--- config.mk ---
export PLATFORM = sky130hd
export DESIGN_NAME = kpi_mac
export DESIGN_NICKNAME = d
export VERILOG_FILES = /design/src/sv/kpi_pkg.sv /design/src/sv/kpi_mac.sv
export SDC_FILE = /design/constraint.sdc
export NUM_CORES = 2
export LEC_CHECK = 0
export ABC_AREA = 0
export BUFFER_PORTS_ARGS = -buffer_cell sky130_fd_sc_hd__buf_4
export CAP_MARGIN = 20
export CORE_UTILIZATION = 50
export CTS_BUF_LIST = sky130_fd_sc_hd__clkbuf_4
export CTS_CLUSTER_SIZE = 30
export DETAILED_ROUTE_END_ITERATION = 12
export PLACE_DENSITY = 0.66
export SKIP_CTS_REPAIR_TIMING = 1
export SLEW_MARGIN = 0
export SYNTH_ARGS = -nofsm -noshare
export SYNTH_HDL_FRONTEND = slang
export SYNTH_SLANG_ARGS = --single-unit
--- constraint.sdc ---
create_clock -name clk -period 9.1 [get_ports clk]
set_clock_uncertainty 0.2 [all_clocks]
set_input_delay 1.82 -clock clk [delete_from_list [all_inputs] [get_ports clk]]
set_output_delay 1.82 -clock clk [all_outputs]
set_load 0.005 [all_outputs]
--- src/sv/kpi_pkg.sv ---
// keyframe position interpolator: shared types, widths, codes and helpers
// no dependencies; imported by every other file of the block
package kpi_pkg;

  localparam int TIME_W      = 32;
  localparam int COORD_W     = 32;
  localparam int IDX_W       = 6;
  localparam int CNT_W       = 7;
  localparam int Q_W         = 17;
  localparam int MUL_A_W     = 33;
  localparam int MUL_B_W     = 18;
  localparam int PROD_W      = MUL_A_W + MUL_B_W;
  localparam int ACC_W       = PROD_W + 2;
  localparam int RND_W       = ACC_W - 16;
  localparam int MAX_KEYS_DEF = 64;

  localparam logic [Q_W-1:0]   ONE_Q16  = 17'h10000;
  localparam logic [ACC_W-1:0] HALF_Q16 = ACC_W'(32768);

  localparam logic OP_WRITE    = 1'b0;
  localparam logic OP_QUERY    = 1'b1;
  localparam logic KIND_LINEAR = 1'b0;
  localparam logic KIND_BEZIER = 1'b1;

  typedef struct packed {
    logic [TIME_W-1:0]             time_v;
    logic                          kind;
    logic [2:0][COORD_W-1:0]       pos;
    logic [2:0][COORD_W-1:0]       ctrl;
  } kpi_key_t;

  typedef struct packed {
    logic mul;
    logic first;
  } kpi_mac_ctl_t;

  function automatic logic [COORD_W-1:0] sat32(input logic signed [RND_W-1:0] v);
    logic signed [RND_W-1:0] hi;
    logic signed [RND_W-1:0] lo;
    hi = RND_W'(64'sd2147483647);
    lo = -RND_W'(64'sd2147483648);
    if (v > hi) begin
      sat32 = 32'h7FFF_FFFF;
    end else if (v < lo) begin
      sat32 = 32'h8000_0000;
    end else begin
      sat32 = v[COORD_W-1:0];
    end
  endfunction

endpackage

--- src/sv/kpi_mac.sv ---
// shared multiply-accumulate unit with q16 rounding on the accumulator
// product registered, then accumulated; uses kpi_pkg widths and control struct
module kpi_mac import kpi_pkg::*; (
  input  logic                        clk,
  input  logic                        rst_n,
  input  kpi_mac_ctl_t                ctl,
  input  logic signed [MUL_A_W-1:0]   a,
  input  logic signed [MUL_B_W-1:0]   b,
  output logic signed [RND_W-1:0]     rnd
);

  logic signed [PROD_W-1:0] prod_r;
  logic signed [ACC_W-1:0]  acc_r;
  logic signed [ACC_W-1:0]  prod_x;
  logic signed [ACC_W-1:0]  sum;
  logic                     pv_r, first_r;

  assign prod_x = ACC_W'(prod_r);
  assign sum    = acc_r + $signed(HALF_Q16);
  assign rnd    = RND_W'(sum >>> 16);

  always_ff @(posedge clk) begin
    if (!rst_n) begin
      pv_r    <= 1'b0;
      first_r <= 1'b0;
    end else begin
      pv_r    <= ctl.mul;
      first_r <= ctl.first;
    end
  end

  always_ff @(posedge clk) begin
    if (ctl.mul) begin
      prod_r <= a * b;
    end
    if (pv_r) begin
      acc_r <= first_r ? prod_x : acc_r + prod_x;
    end
  end

endmodule

# ---- Yosys cells after proc, flatten, opt, wreduce, memory -nomap -nowiden
# Index checks and enable logic that the tools add are counted.
dict set report classes {
  add_sub_neg 2
  muxes 1
  mul 1
}
# op count
set ops {}
lappend ops {{$add A53 B17 Y53 const B} 1}
lappend ops {{$add A53 B51 Y53} 1}
lappend ops {{$mux W53} 1}
lappend ops {{$mul A33 B18 Y51} 1}
dict set report word_totals {
  regBits 106
  wordCells 8
  output_inout_bits 37
  input_bits 55
}

# ---- Depth between registers and ports, before layout
dict set report depth {
  depth_word 2
  mapped_depth 25
  mapped_depth_nobuf 23
}

# ---- Worst setup path before layout
# Ideal clock, no wire load.
dict set report synth_path {
  kind {in2reg}
  from {input a[30]}
  to {register prod_r[50] (data pin)}
  setup_slack_ns 1.147
  required_ns 8.640
  path_stages 22
  arrival_ns 7.493
  setup_time_ns 0.260
  path_cell_list {clkbuf_1 clkbuf_1 nand2_1 fa_1 inv_1 fa_1 fa_1 fa_1 fa_1 inv_1 fa_1 inv_1 ha_1 a21o_1 a21o_1 a21o_1 a221o_1 a2bb2oi_1 o21ai_0 a41oi_1 a31oi_1 xnor2_1}
}
dict set report synth_via {
  elab_chain_cells 1
}
# item line_no
set synth_rtl {}
lappend synth_rtl {{start, declared} kpi_mac.sv:7} ;# input logic signed [MUL_A_W-1:0] a,
lappend synth_rtl {{$mul A33 B18 Y51} kpi_mac.sv:34} ;# prod_r <= a * b;
lappend synth_rtl {{end signal, assigned} kpi_mac.sv:34}
lappend synth_rtl {{end, declared} kpi_mac.sv:12} ;# logic signed [PROD_W-1:0] prod_r;
# Every way passes these cells.
# A chain may end at the register's enable or synchronous reset.

# ---- Worst setup path in the final report
dict set report layout_path {
  from {input b[3]}
  to {register prod_r[46] (data pin)}
}
dict set report layout_via {
  elab_chain_cells 1
}
# item line_no
set layout_rtl {}
lappend layout_rtl {{start, declared} kpi_mac.sv:8} ;# input logic signed [MUL_B_W-1:0] b,
lappend layout_rtl {{$mul A33 B18 Y51} kpi_mac.sv:34}
# Every way passes these cells.

==> summary.txt <==
STA
  – Endpoints failing hold: 0
  – Fmax: roughly 0.12 GHz
  – Setup TNS: 0 ns
  – Worst-margin pin slew: 0.775 ns
  – Slew Limit Fails: 0
  – RSZ-0062 raised after global routing: no
  – Worst rel slew slack: around half
  – Endpoints failing setup: 0
  – Min Tclk post-route: about 8.1 ns
  – Crit share post-route: between 80% and 90%

Placement
  – Placer Congestion: between 0.9 and 1
  – Inst Count DP: ~3700
  – IO Port Bufs: just over 90
  – Post-DP HPWL: 55600 microns

Detailed routing
  – DR pass1 iterations: 5
  – Total number of vias: slightly above 20000
  – DRT antenna net count: 0
  – # DRC: 0
  – Routed WL per cell: ~19 microns
  – DR vias/cell: between 5 and 6
  – DR iter-0 viols: about 1500
  – Routed wire length: roughly 70000 microns

Clock tree
  – Clk Latency, worst-skew pair: between 0.5 and 0.6 ns
  – CTS root buffer: clkbuf_4
  – CTS sink count: 106
  – Clock Path Buffers: 2
  – CTS tree: built
  – Clock Pin Slew Worst Setup and Hold Paths: approximately 0.19 ns
  – H-tree Lvls: 3
  – Total CTS buffers: 9

Synthesis
  – Synthesized area per cell: 9.08 sq um
  – Post-synth top area share: about 41%
  – Cell with the most instances after synthesis: inv_1
  – Main synth FF type: edfxtp_1
  – Ys async rst share: 0%
  – Cells after Synth: ~3000
  – Yosys warns: 0
  – Top post-synthesis cells by count: inv_1, fa_1, nand2_1, and2_1, ha_1
  – Synthesized area: about 28000 sq um
  – #FFs+latches synth: ~110
  – Post-synth net total: a little under 4000
  – EDFF count, synth: approximately 100
  – Most area-hungry cell type in the Yosys netlist: fa_1
  – Seq/Total Area, Yosys: a little under an eighth
  – Largest cells by area after synthesis: fa_1, edfxtp_1, inv_1, ha_1, nand2_1
  – Count of different cell masters after synthesis: 70

Die
  – IO Pins: 92
  – Number of placement rows: 85
  – DIE WIDTH: 237 microns
  – Die Ht: approximately 240 microns
  – Initial Util: approximately half
  – Core footprint: roughly 54000 sq um
  – Die ar.: around 56000 sq um

Global routing
  – Global Route Usage Sum: approximately a quarter
  – Grt total ovfl: 0
  – Initial antenna violation count: 1
  – Global-route wire length before repair: ~120000 microns
  – Largest net degree at the start of global routing: 70
  – Vias in the first global route: 21500

Hold path
  – Tightest Hold Check Type: flop to flop

Critical path
  – Crit path required time: 9.17 ns
  – Crit. Startpoint: b[3]
  – Largest stage delay, worst path: roughly 0.55 ns
  – Reg-to-Reg End: acc_r[41]$_DFFE_PP_
  – CP Capture Point: prod_r[46]$_DFFE_PP_
  – Crit path max-delay cell type: fa_1
  – Worst path cell trace: buf_4, nand2_1, fa_1, fa_1, fa_1, inv_1, fa_1, fa_1, inv_1, fa_1, inv_1, ha_1, and4_1, nor2b_1, nand3_1, a31oi_1, a31oi_1, o21ai_0, a41oi_1, nor2b_1, xnor2_1
  – Register-to-Register Path Depth: 10
  – Startpoint Class: input port
  – CP endpoint kind: flop
  – Flop2flop setup slack: 5.36 ns
  – Most used cell, CP: fa_1
  – Reg2Reg Launch Point: prod_r[6]$_DFFE_PP_
  – CP Data Arrival Time: about 8.1 ns
  – Worst Setup Path Type: input port to flop
  – Crit-path max FO: 33

Status
  – Status: finished clean

Cells and area
  – Final core utilization: 53.2%
  – Synth-to-layout area growth: 4.57%
  – Share of layout cells above drive strength 1: 4.76%
  – Fin nets: 3825
  – Post-Layout Cell Count: around 3700

Job
  – Max-cap check violation count: 0
registers in the layout, indices dropped and copies added (netlist names):
register,count
acc_r,53
first_r,1
prod_r,51
pv_r,1
final cells by class:
type                    count  area (sq um)
clock buffers               9          67.6
well taps                 696           871
flip-flops and latches    106          3170
fillers                  4973         25400
inverters                 668          2510
repair buffers             94           706
diodes                      1          2.50
multi-input cells        2145         21500
clock inverters             6          73.8
metrics by stage:
stage | hold slack, ns | cell area, sq um | worst slack, ns
final | 0.360 | 28900 | 1.05
after global routing | 0.424 | 28900 | 0.732
after CTS | 0.369 | 28900 | 1.16
after detailed placement | 0.357 | 28700 | 0.575
after global placement | 0.346 | 28700 | 0.691
after floorplan | 0.331 | 27600 | 1.15
cell usage in the layout, fill, tap and decap left out, drive strengths merged, types with 84 or more instances in the layout:
cell | synthesis | layout
inv | 668 | 671
fa | 570 | 570
nand2 | 439 | 439
and2 | 231 | 231
ha | 176 | 176
edfxtp | 104 | 104
a21oi | 97 | 97
o21ai | 95 | 95
buf | 4 | 94
nor2 | 89 | 89
xnor2 | 84 | 84
layer usage:
layer	vias up	wire length [microns]	global-route usage, %
met5	-	0	0
met1	10300	32200	38.6
met3	71	5570	3.92
met2	756	31100	41.2
met4	0	1020	5.59
li1	9234	-	-
critical path, delay by kind of cell:
kind,cells,cell delay (ns)
AO/OA/AOI/OAI,4,1.12
XOR/XNOR,1,0.13
adder cells (fa/ha/maj),7,3.51
AND/OR/NAND/NOR,5,0.98
buffers and inverters,4,0.51
how the worst min path moves through the flow:
stage,start,to,cells past startpoint
after floorplan,prod_r[14]$_DFFE_PP_,acc_r[14]$_DFFE_PP_,2
after global placement,prod_r[28]$_DFFE_PP_,acc_r[28]$_DFFE_PP_,2
after detailed placement,prod_r[10]$_DFFE_PP_,acc_r[10]$_DFFE_PP_,1
after CTS,prod_r[7]$_DFFE_PP_,acc_r[7]$_DFFE_PP_,2
after global routing,prod_r[7]$_DFFE_PP_,acc_r[7]$_DFFE_PP_,2
final,prod_r[7]$_DFFE_PP_,acc_r[7]$_DFFE_PP_,2
cells by family after synthesis:
kind of cell / Yosys count / synth area share (%)
adders and majority gates: 746 / 49.3
and+or+nand+nor: 908 / 15.7
AOI/OAI and AO/OA: 352 / 8.34
buffers and inverters: 790 / 10.8
DFF: 106 / 11.5
xor gates and xnor gates: 130 / 4.12
muxes: 9 / 0.362
Power is not shown: default switching activity piles up to over one toggle a cycle in this logic, so the estimate is an artifact.
