## src/sv/kpi_pkg.sv

```systemverilog
// keyframe position interpolator: shared types, widths, codes and helpers
// no dependencies; imported by every other file of the block
package kpi_pkg;

  localparam int TIME_W      = 32;
  localparam int COORD_W     = 32;
  localparam int IDX_W       = 6;
  localparam int CNT_W       = 7;
  localparam int Q_W         = 17;
  localparam int MUL_A_W     = 33;
  localparam int MUL_B_W     = 18;
  localparam int PROD_W      = MUL_A_W + MUL_B_W;
  localparam int ACC_W       = PROD_W + 2;
  localparam int RND_W       = ACC_W - 16;
  localparam int MAX_KEYS_DEF = 64;

  localparam logic [Q_W-1:0]   ONE_Q16  = 17'h10000;
  localparam logic [ACC_W-1:0] HALF_Q16 = ACC_W'(32768);

  localparam logic OP_WRITE    = 1'b0;
  localparam logic OP_QUERY    = 1'b1;
  localparam logic KIND_LINEAR = 1'b0;
  localparam logic KIND_BEZIER = 1'b1;

  typedef struct packed {
    logic [TIME_W-1:0]             time_v;
    logic                          kind;
    logic [2:0][COORD_W-1:0]       pos;
    logic [2:0][COORD_W-1:0]       ctrl;
  } kpi_key_t;

  typedef struct packed {
    logic mul;
    logic first;
  } kpi_mac_ctl_t;

  function automatic logic [COORD_W-1:0] sat32(input logic signed [RND_W-1:0] v);
    logic signed [RND_W-1:0] hi;
    logic signed [RND_W-1:0] lo;
    hi = RND_W'(64'sd2147483647);
    lo = -RND_W'(64'sd2147483648);
    if (v > hi) begin
      sat32 = 32'h7FFF_FFFF;
    end else if (v < lo) begin
      sat32 = 32'h8000_0000;
    end else begin
      sat32 = v[COORD_W-1:0];
    end
  endfunction

endpackage

```

## src/sv/kpi_div.sv

```systemverilog
// restoring divider for the segment fraction: (num << 16) / den, num <= den
// one quotient bit per cycle, 17 quotient bits; uses kpi_pkg widths
module kpi_div import kpi_pkg::*; (
  input  logic              clk,
  input  logic              rst_n,
  input  logic              start,
  input  logic [TIME_W-1:0] num,
  input  logic [TIME_W-1:0] den,
  output logic              done,
  output logic [Q_W-1:0]    quot
);

  logic [TIME_W:0]    rem_r, rem_nxt;
  logic [TIME_W-1:0]  den_r;
  logic [Q_W-1:0]     quot_r;
  logic [4:0]         cnt_r;
  logic               busy_r, done_r;
  logic               ge;
  logic [TIME_W:0]    diff;

  assign ge      = rem_r >= {1'b0, den_r};
  assign diff    = ge ? rem_r - {1'b0, den_r} : rem_r;
  assign rem_nxt = {diff[TIME_W-1:0], 1'b0};

  always_ff @(posedge clk) begin
    if (!rst_n) begin
      busy_r <= 1'b0;
      done_r <= 1'b0;
      cnt_r  <= '0;
    end else if (start) begin
      busy_r <= 1'b1;
      done_r <= 1'b0;
      cnt_r  <= 5'(Q_W);
    end else if (busy_r) begin
      cnt_r  <= cnt_r - 5'd1;
      busy_r <= cnt_r != 5'd1;
      done_r <= cnt_r == 5'd1;
    end else begin
      done_r <= 1'b0;
    end
  end

  always_ff @(posedge clk) begin
    if (start) begin
      rem_r <= {1'b0, num};
      den_r <= den;
    end else if (busy_r) begin
      rem_r  <= rem_nxt;
      quot_r <= {quot_r[Q_W-2:0], ge};
    end
  end

  assign done = done_r;
  assign quot = quot_r;

endmodule

```

## config.mk

```make
export PLATFORM = sky130hd
export DESIGN_NAME = kpi_div
export DESIGN_NICKNAME = d
export VERILOG_FILES = /design/src/sv/kpi_pkg.sv /design/src/sv/kpi_div.sv
export SDC_FILE = /design/constraint.sdc
export NUM_CORES = 1
export LEC_CHECK = 0
export ABC_AREA = 1
export ABC_CLOCK_PERIOD_IN_PS = 2900
export BUFFER_PORTS_ARGS = -buffer_cell sky130_fd_sc_hd__clkbuf_2
export CORE_ASPECT_RATIO = 1.5
export CORE_MARGIN = 2
export CORE_UTILIZATION = 38
export DETAILED_ROUTE_END_ITERATION = 16
export SLEW_MARGIN = 20
export SYNTH_ARGS = -nofsm -noshare
export SYNTH_HDL_FRONTEND = slang
export SYNTH_SLANG_ARGS = --single-unit
```

## constraint.sdc

```tcl
create_clock -name clk -period 2.9 [get_ports clk]
set_input_delay 0.29 -clock clk [delete_from_list [all_inputs] [get_ports clk]]
set_output_delay 0.29 -clock clk [all_outputs]
set_load 0.05 [all_outputs]
```

* Yosys cells after proc, flatten, opt, wreduce, memory -nomap -nowiden *
Index checks and enable logic that the tools add are counted.

operators by class
  add/subtract/negate cells = 2
  order comparisons = 1
  eq/ne operators = 2
  mux-type cells = 7
  bitwise operators = 3
  reduce and logical (&&, ||, !) cells = 4

operators with widths
  kind                 number
  $mux 32              3
  $ge 33x32->1         1
  $sub 32x32->32       1
  $mux 5               2
  $eq 5x1->1 const B   1
  $ne 5x1->1 const B   1
  $sub 5x1->5 const B  1
  $not 1->1            3
  $reduce_or 3->1      1
  $mux 1               2
  $reduce_and 2->1     1
  $reduce_bool 2->1    1
  $reduce_or 2->1      1

word-level totals
  register bits after elaboration = 89
  input port bits = 67
  output and inout port bits = 18

* Longest topological paths before layout *
  word-level depth = 4
  mapped depth = 17
  mapped depth without buffers = 16

* Worst setup path after synthesis *
Ideal clock, no wire load.

  kind = reg-to-reg
  start = register rem_r[16]
  end = register rem_r[10], data pin
  data arrival time = 1812 ps
  data required time = 2646 ps
  setup slack = 835 ps
  cell stages (with the launch flop) = 15
  buffers on the path = 1
  period minus slack after synthesis = 2065 ps
  path through = edfxtp_1 ha_1 nand2_1 inv_1 nand2_1 nand2_1 inv_1 nand2_1 a21oi_1 nand2_2 nand2_4 buf_2 nand3_1 nand3_1 nand2_1

between the ends
  word-level cells in the longest chain between the ends = 4

ends and longest elaborated chain
  item                      line           RTL
  start: declaration        kpi_div.sv:13  logic [TIME_W:0] rem_r, rem_nxt;
  start signal: assignment  kpi_div.sv:45  rem_r <= {1'b0, num};
  start signal: assignment  kpi_div.sv:48  rem_r <= rem_nxt;
  $ge 33x32->1              kpi_div.sv:21  assign ge = rem_r >= {1'b0, den_r};
  $mux 32                   kpi_div.sv:22  assign diff = ge ? rem_r - {1'b0, den_r} : rem_r;
  $mux 32                   kpi_div.sv:47  end else if (busy_r) begin
  $mux 32                   kpi_div.sv:44  if (start) begin

Every way passes these cells. The select of a mux whose other input is x is not followed.
A chain may end at the register's enable or synchronous reset.

* Final worst setup path *
  start = register rem_r[30]
  end = register rem_r[25], data pin

The elaborated chain is that of the path after synthesis.

==> summary.md <==
| Metric | Value |
|---|---|
| Outcome | complete, no violations |
| Endpoint of the worst hold path | den_r[12] |
| Number of nets in the layout | approximately 1.1k |
| Clock latency on the worst-skew pair | about 350 ps |
| Max H-tree Level | 3 |
| Total die area | 17500 sq um |
| Total detailed-routing wirelength | roughly 16000 um |
| Clock tree from TritonCTS | yes |
| Cell at the root of the clock tree | sky130_fd_sc_hd__clkbuf_16 |
| Switching Share | 0.399 |
| Clock sink count | just under 90 |
| Most frequent cells in the layout | sky130_fd_sc_hd__nand2_1, sky130_fd_sc_hd__inv_1, sky130_fd_sc_hd__nand3_1 |
| Number of nets with antenna violations after routing | 0 |
| Netlist area before placement | around 6300 sq um |
| Clk slew on worst S/H paths | 70 ps |
| Synth Net Count | 987 |
| Setup TNS | 0 ps |
| Most common cell after layout, fill and taps aside | sky130_fd_sc_hd__nand2_1 |
| # DRC | 0 |
| Final worst-path setup slack | between 200 and 250 ps |
| Internal portion of total power | roughly 3000 uW |
| Detailed router's first-iteration violation count | 200 |
| Area Overhead vs Synth | 15.6% |
| PortBufs | 84 |
| Mux cell area share after synthesis | 0 |
| Primary FF master, synth | sky130_fd_sc_hd__edfxtp_1 |
| Proportion of register bits with asynchronous set or reset after synthesis | 0 |
| Power per Cell Area | 697 nW/um^2 |
| Synthesized netlist cell count | 885 |
| Die Width | between 100 and 150 um |
| Worst-path maximum fanout | 27 |
| Net Sw Power | roughly 2000 uW |
| Max Freq | around 0.37 GHz |
| Register-to-register setup slack | roughly 210 ps |
| Share of the yosys chip area belonging to registers | 0.414 |
| Post-detailed-route wirelength per cell | about 13 um |
| Share of synthesized cell area in and, or, nand and nor gates | 0.335 |
| CP Data Required Time | roughly 3000 ps |
| Adder-cell area share of the yosys netlist | 0.0711 |
| Hold depth | 1 |
| Main combinational cell family by area after synthesis | simple AND/OR/NAND/NOR gates |
| Total number of vias | 5403 |
| Maximum number of pins on one net before global-route repair | 43 |
| Compound-gate portion of the synthesized area | 0.0280 |
| Worst Setup End Kind | flip-flop |
| Detailed-route vias per instance | roughly 4.6 |
| CP Launch Point | rem_r[30] |
| Number of diodes | 0 |
| DRT Pass-1 Iters | 5 |
| Clock buffer count from CTS | 9 |
| Arr. time, crit path | approximately 2800 ps |
| Number of synthesized flops with an enable pin | about 80 |
| Final setup viols | 0 |
| Mean Syn Cell Area | about 7.1 sq um |
| First-pass GRT wire length | around 26000 um |
| Initial Utilization | 0.387 |
| Leakage power figure | between 0.003 and 0.004 uW |
| Final estimated routing congestion in global placement | slightly below 1 |
| Yosys warning total | 0 |
| Unique masters post-synth | 31 |
| Class of the most critical hold timing path | primary input to flip-flop |
| FF-to-FF path depth | 10 |
| Share of total power in the clock network | 0.240 |
| Area of combinational cells with multiple inputs | 2870 sq um |
| Ratio of cells with drive above 1 in the final layout | 0.122 |
| Comb power frac | 0.427 |
| FF+latch area | ~2600 sq um |
| DP Worst Slack | about 250 ps |
| Actual transition at the worst max-transition pin | around 740 ps |
| Maximum root-to-sink buffer count | 2 |
| Seq pwr share | 0.334 |
| Via count of the first global-routing pass | about 5.5k |
| Tightest slew margin relative to the limit | 0.507 |
| Number of violations of the max-capacitance limit | 0 |
| Worst flop-to-flop path endpoint | rem_r[25] |
| Max Clock Skew | 10.4 ps |
| Cts hold-fix bufs | 0 |
| Initial antenna violation count | 0 |
| Startpoint Class | flip-flop |
| Std-Cell Core Area | between 15000 and 20000 sq um |
| Unrepaired setup endpoints after global routing | false |
| Hold wc startpoint | den[12] |
| Global-route total usage across every layer | 0.189 |
| Startpoint-to-endpoint class of the critical path | flip-flop to flip-flop |
| Final cell utilization of the core | 0.447 |
| Shortest clock period the worst path allows after layout | between 2000 and 3000 ps |
| Hold violation total from the final report | 0 |
| Hpwl dp | roughly 12000 um |
| Launch instance of the worst register-to-register path | rem_r[30] |
| Maximum vdd drop | between 0.0003 and 0.0004 V |
| Top-level I/O count | 85 |
| Number of max-slew violations in the final report | 0 |
| XOR/XNOR Fraction of Synth Area | 0.0224 |
| # rows | 57 |
| Flops & latches, synth | around 90 |
| Total of fill cells in the finished design | 1726 |
| Global-route congestion overflow total | 0 |
| Chip Height | ~160 um |
| Final critical-path share of the clock period | 0.926 |
-- sequential cells by signal, indices dropped and copies added, names as in the netlist --
register	count
done	1
quot	17
busy_r	1
cnt_r	5
rem_r	33
den_r	32
-- worst max path at each step --
stage / end
floorplan: rem_r[10]
global placement: rem_r[11]
detailed placement: rem_r[27]
CTS: rem_r[29]
global route: rem_r[31]
finish: rem_r[25]
-- synth_stat cells (3+ instances only) --
master	n	area share
sky130_fd_sc_hd__ha_1	34	0.068
sky130_fd_sc_hd__nor2_1	48	0.029
sky130_fd_sc_hd__buf_2	7	0.0056
sky130_fd_sc_hd__nand2_1	341	0.20
sky130_fd_sc_hd__buf_6	3	0.0054
sky130_fd_sc_hd__nor3_1	6	0.0048
sky130_fd_sc_hd__nand2_2	4	0.0040
sky130_fd_sc_hd__nand3b_1	5	0.0060
sky130_fd_sc_hd__buf_1	3	0.0018
sky130_fd_sc_hd__edfxtp_1	81	0.39
sky130_fd_sc_hd__nand3_1	88	0.070
sky130_fd_sc_hd__a21oi_1	23	0.018
sky130_fd_sc_hd__dfxtp_1	8	0.026
sky130_fd_sc_hd__inv_1	190	0.11
sky130_fd_sc_hd__and2_1	4	0.0040
sky130_fd_sc_hd__xnor2_1	16	0.022
sky130_fd_sc_hd__o21ai_0	3	0.0024
sky130_fd_sc_hd__clkbuf_1	4	0.0024
-- critical path, stage by stage (launching register included) --
cell and delay (ps):
sky130_fd_sc_hd__edfxtp_1 430, sky130_fd_sc_hd__ha_1 370, sky130_fd_sc_hd__inv_1 120, sky130_fd_sc_hd__o21bai_1 100
sky130_fd_sc_hd__a21oi_1 160, sky130_fd_sc_hd__o21ai_0 120, sky130_fd_sc_hd__a21oi_2 430, sky130_fd_sc_hd__buf_4 410
sky130_fd_sc_hd__nand3_1 130, sky130_fd_sc_hd__nand3_1 100, sky130_fd_sc_hd__nand2_1 60
-- logic make-up (layout without fill, tap and decap cells) --
family	count (synthesis)	after routing
xor+xnor	16	16
simple gates	506	506
buf+inv	207	301
flops	89	89
fa+ha+maj	35	35
compound gates	32	32
-- layer usage --
layer	GRT usage	vias to the layer above	routed length (um)
li1	-	2902	-
met1	0.204	2391	6440
met2	0.358	86	8400
met3	0.0291	24	433
met4	0.0793	0	443
met5	0	-	0
-- metrics by stage --
step	std cells	power (uW)	hold WS, ps	area [sq um]
2_1_floorplan	885	3340	389	6260
3_3_place_gp	1169	3840	427	6930
3_5_place_dp	1169	3860	432	6930
4_1_cts	1185	5090	97.4	7230
5_1_grt	1185	5460	98.3	7240
6_report	1185	5050	107	7240
-- layout make-up --
type | instances | area share
Inverter | 190 | 0.0985
Multi-Input combinational cell | 589 | 0.396
Sequential cell | 89 | 0.358
Timing Repair Buffer | 95 | 0.0695
Clock buffer | 10 | 0.0316
Clock inverter | 6 | 0.0102
Tap cell | 206 | 0.0356
-- what timing repair did --
item | CTS | global route
buffers inserted | 0 | 0
resized for setup | 0 | 1
endpoints found under the setup margin | 0 | 1
-- power by group through the flow --
stage                     Sequential, uW  Combinational [uW]  Clock, uW
after CTS                           1680                2160       1250
after floorplan                     1720                1610          0
after global routing                1700                2470       1290
after detailed placement            1710                2150          0
final                               1680                2150       1210
after global placement              1710                2140          0
(Power assumes the default switching activity.)
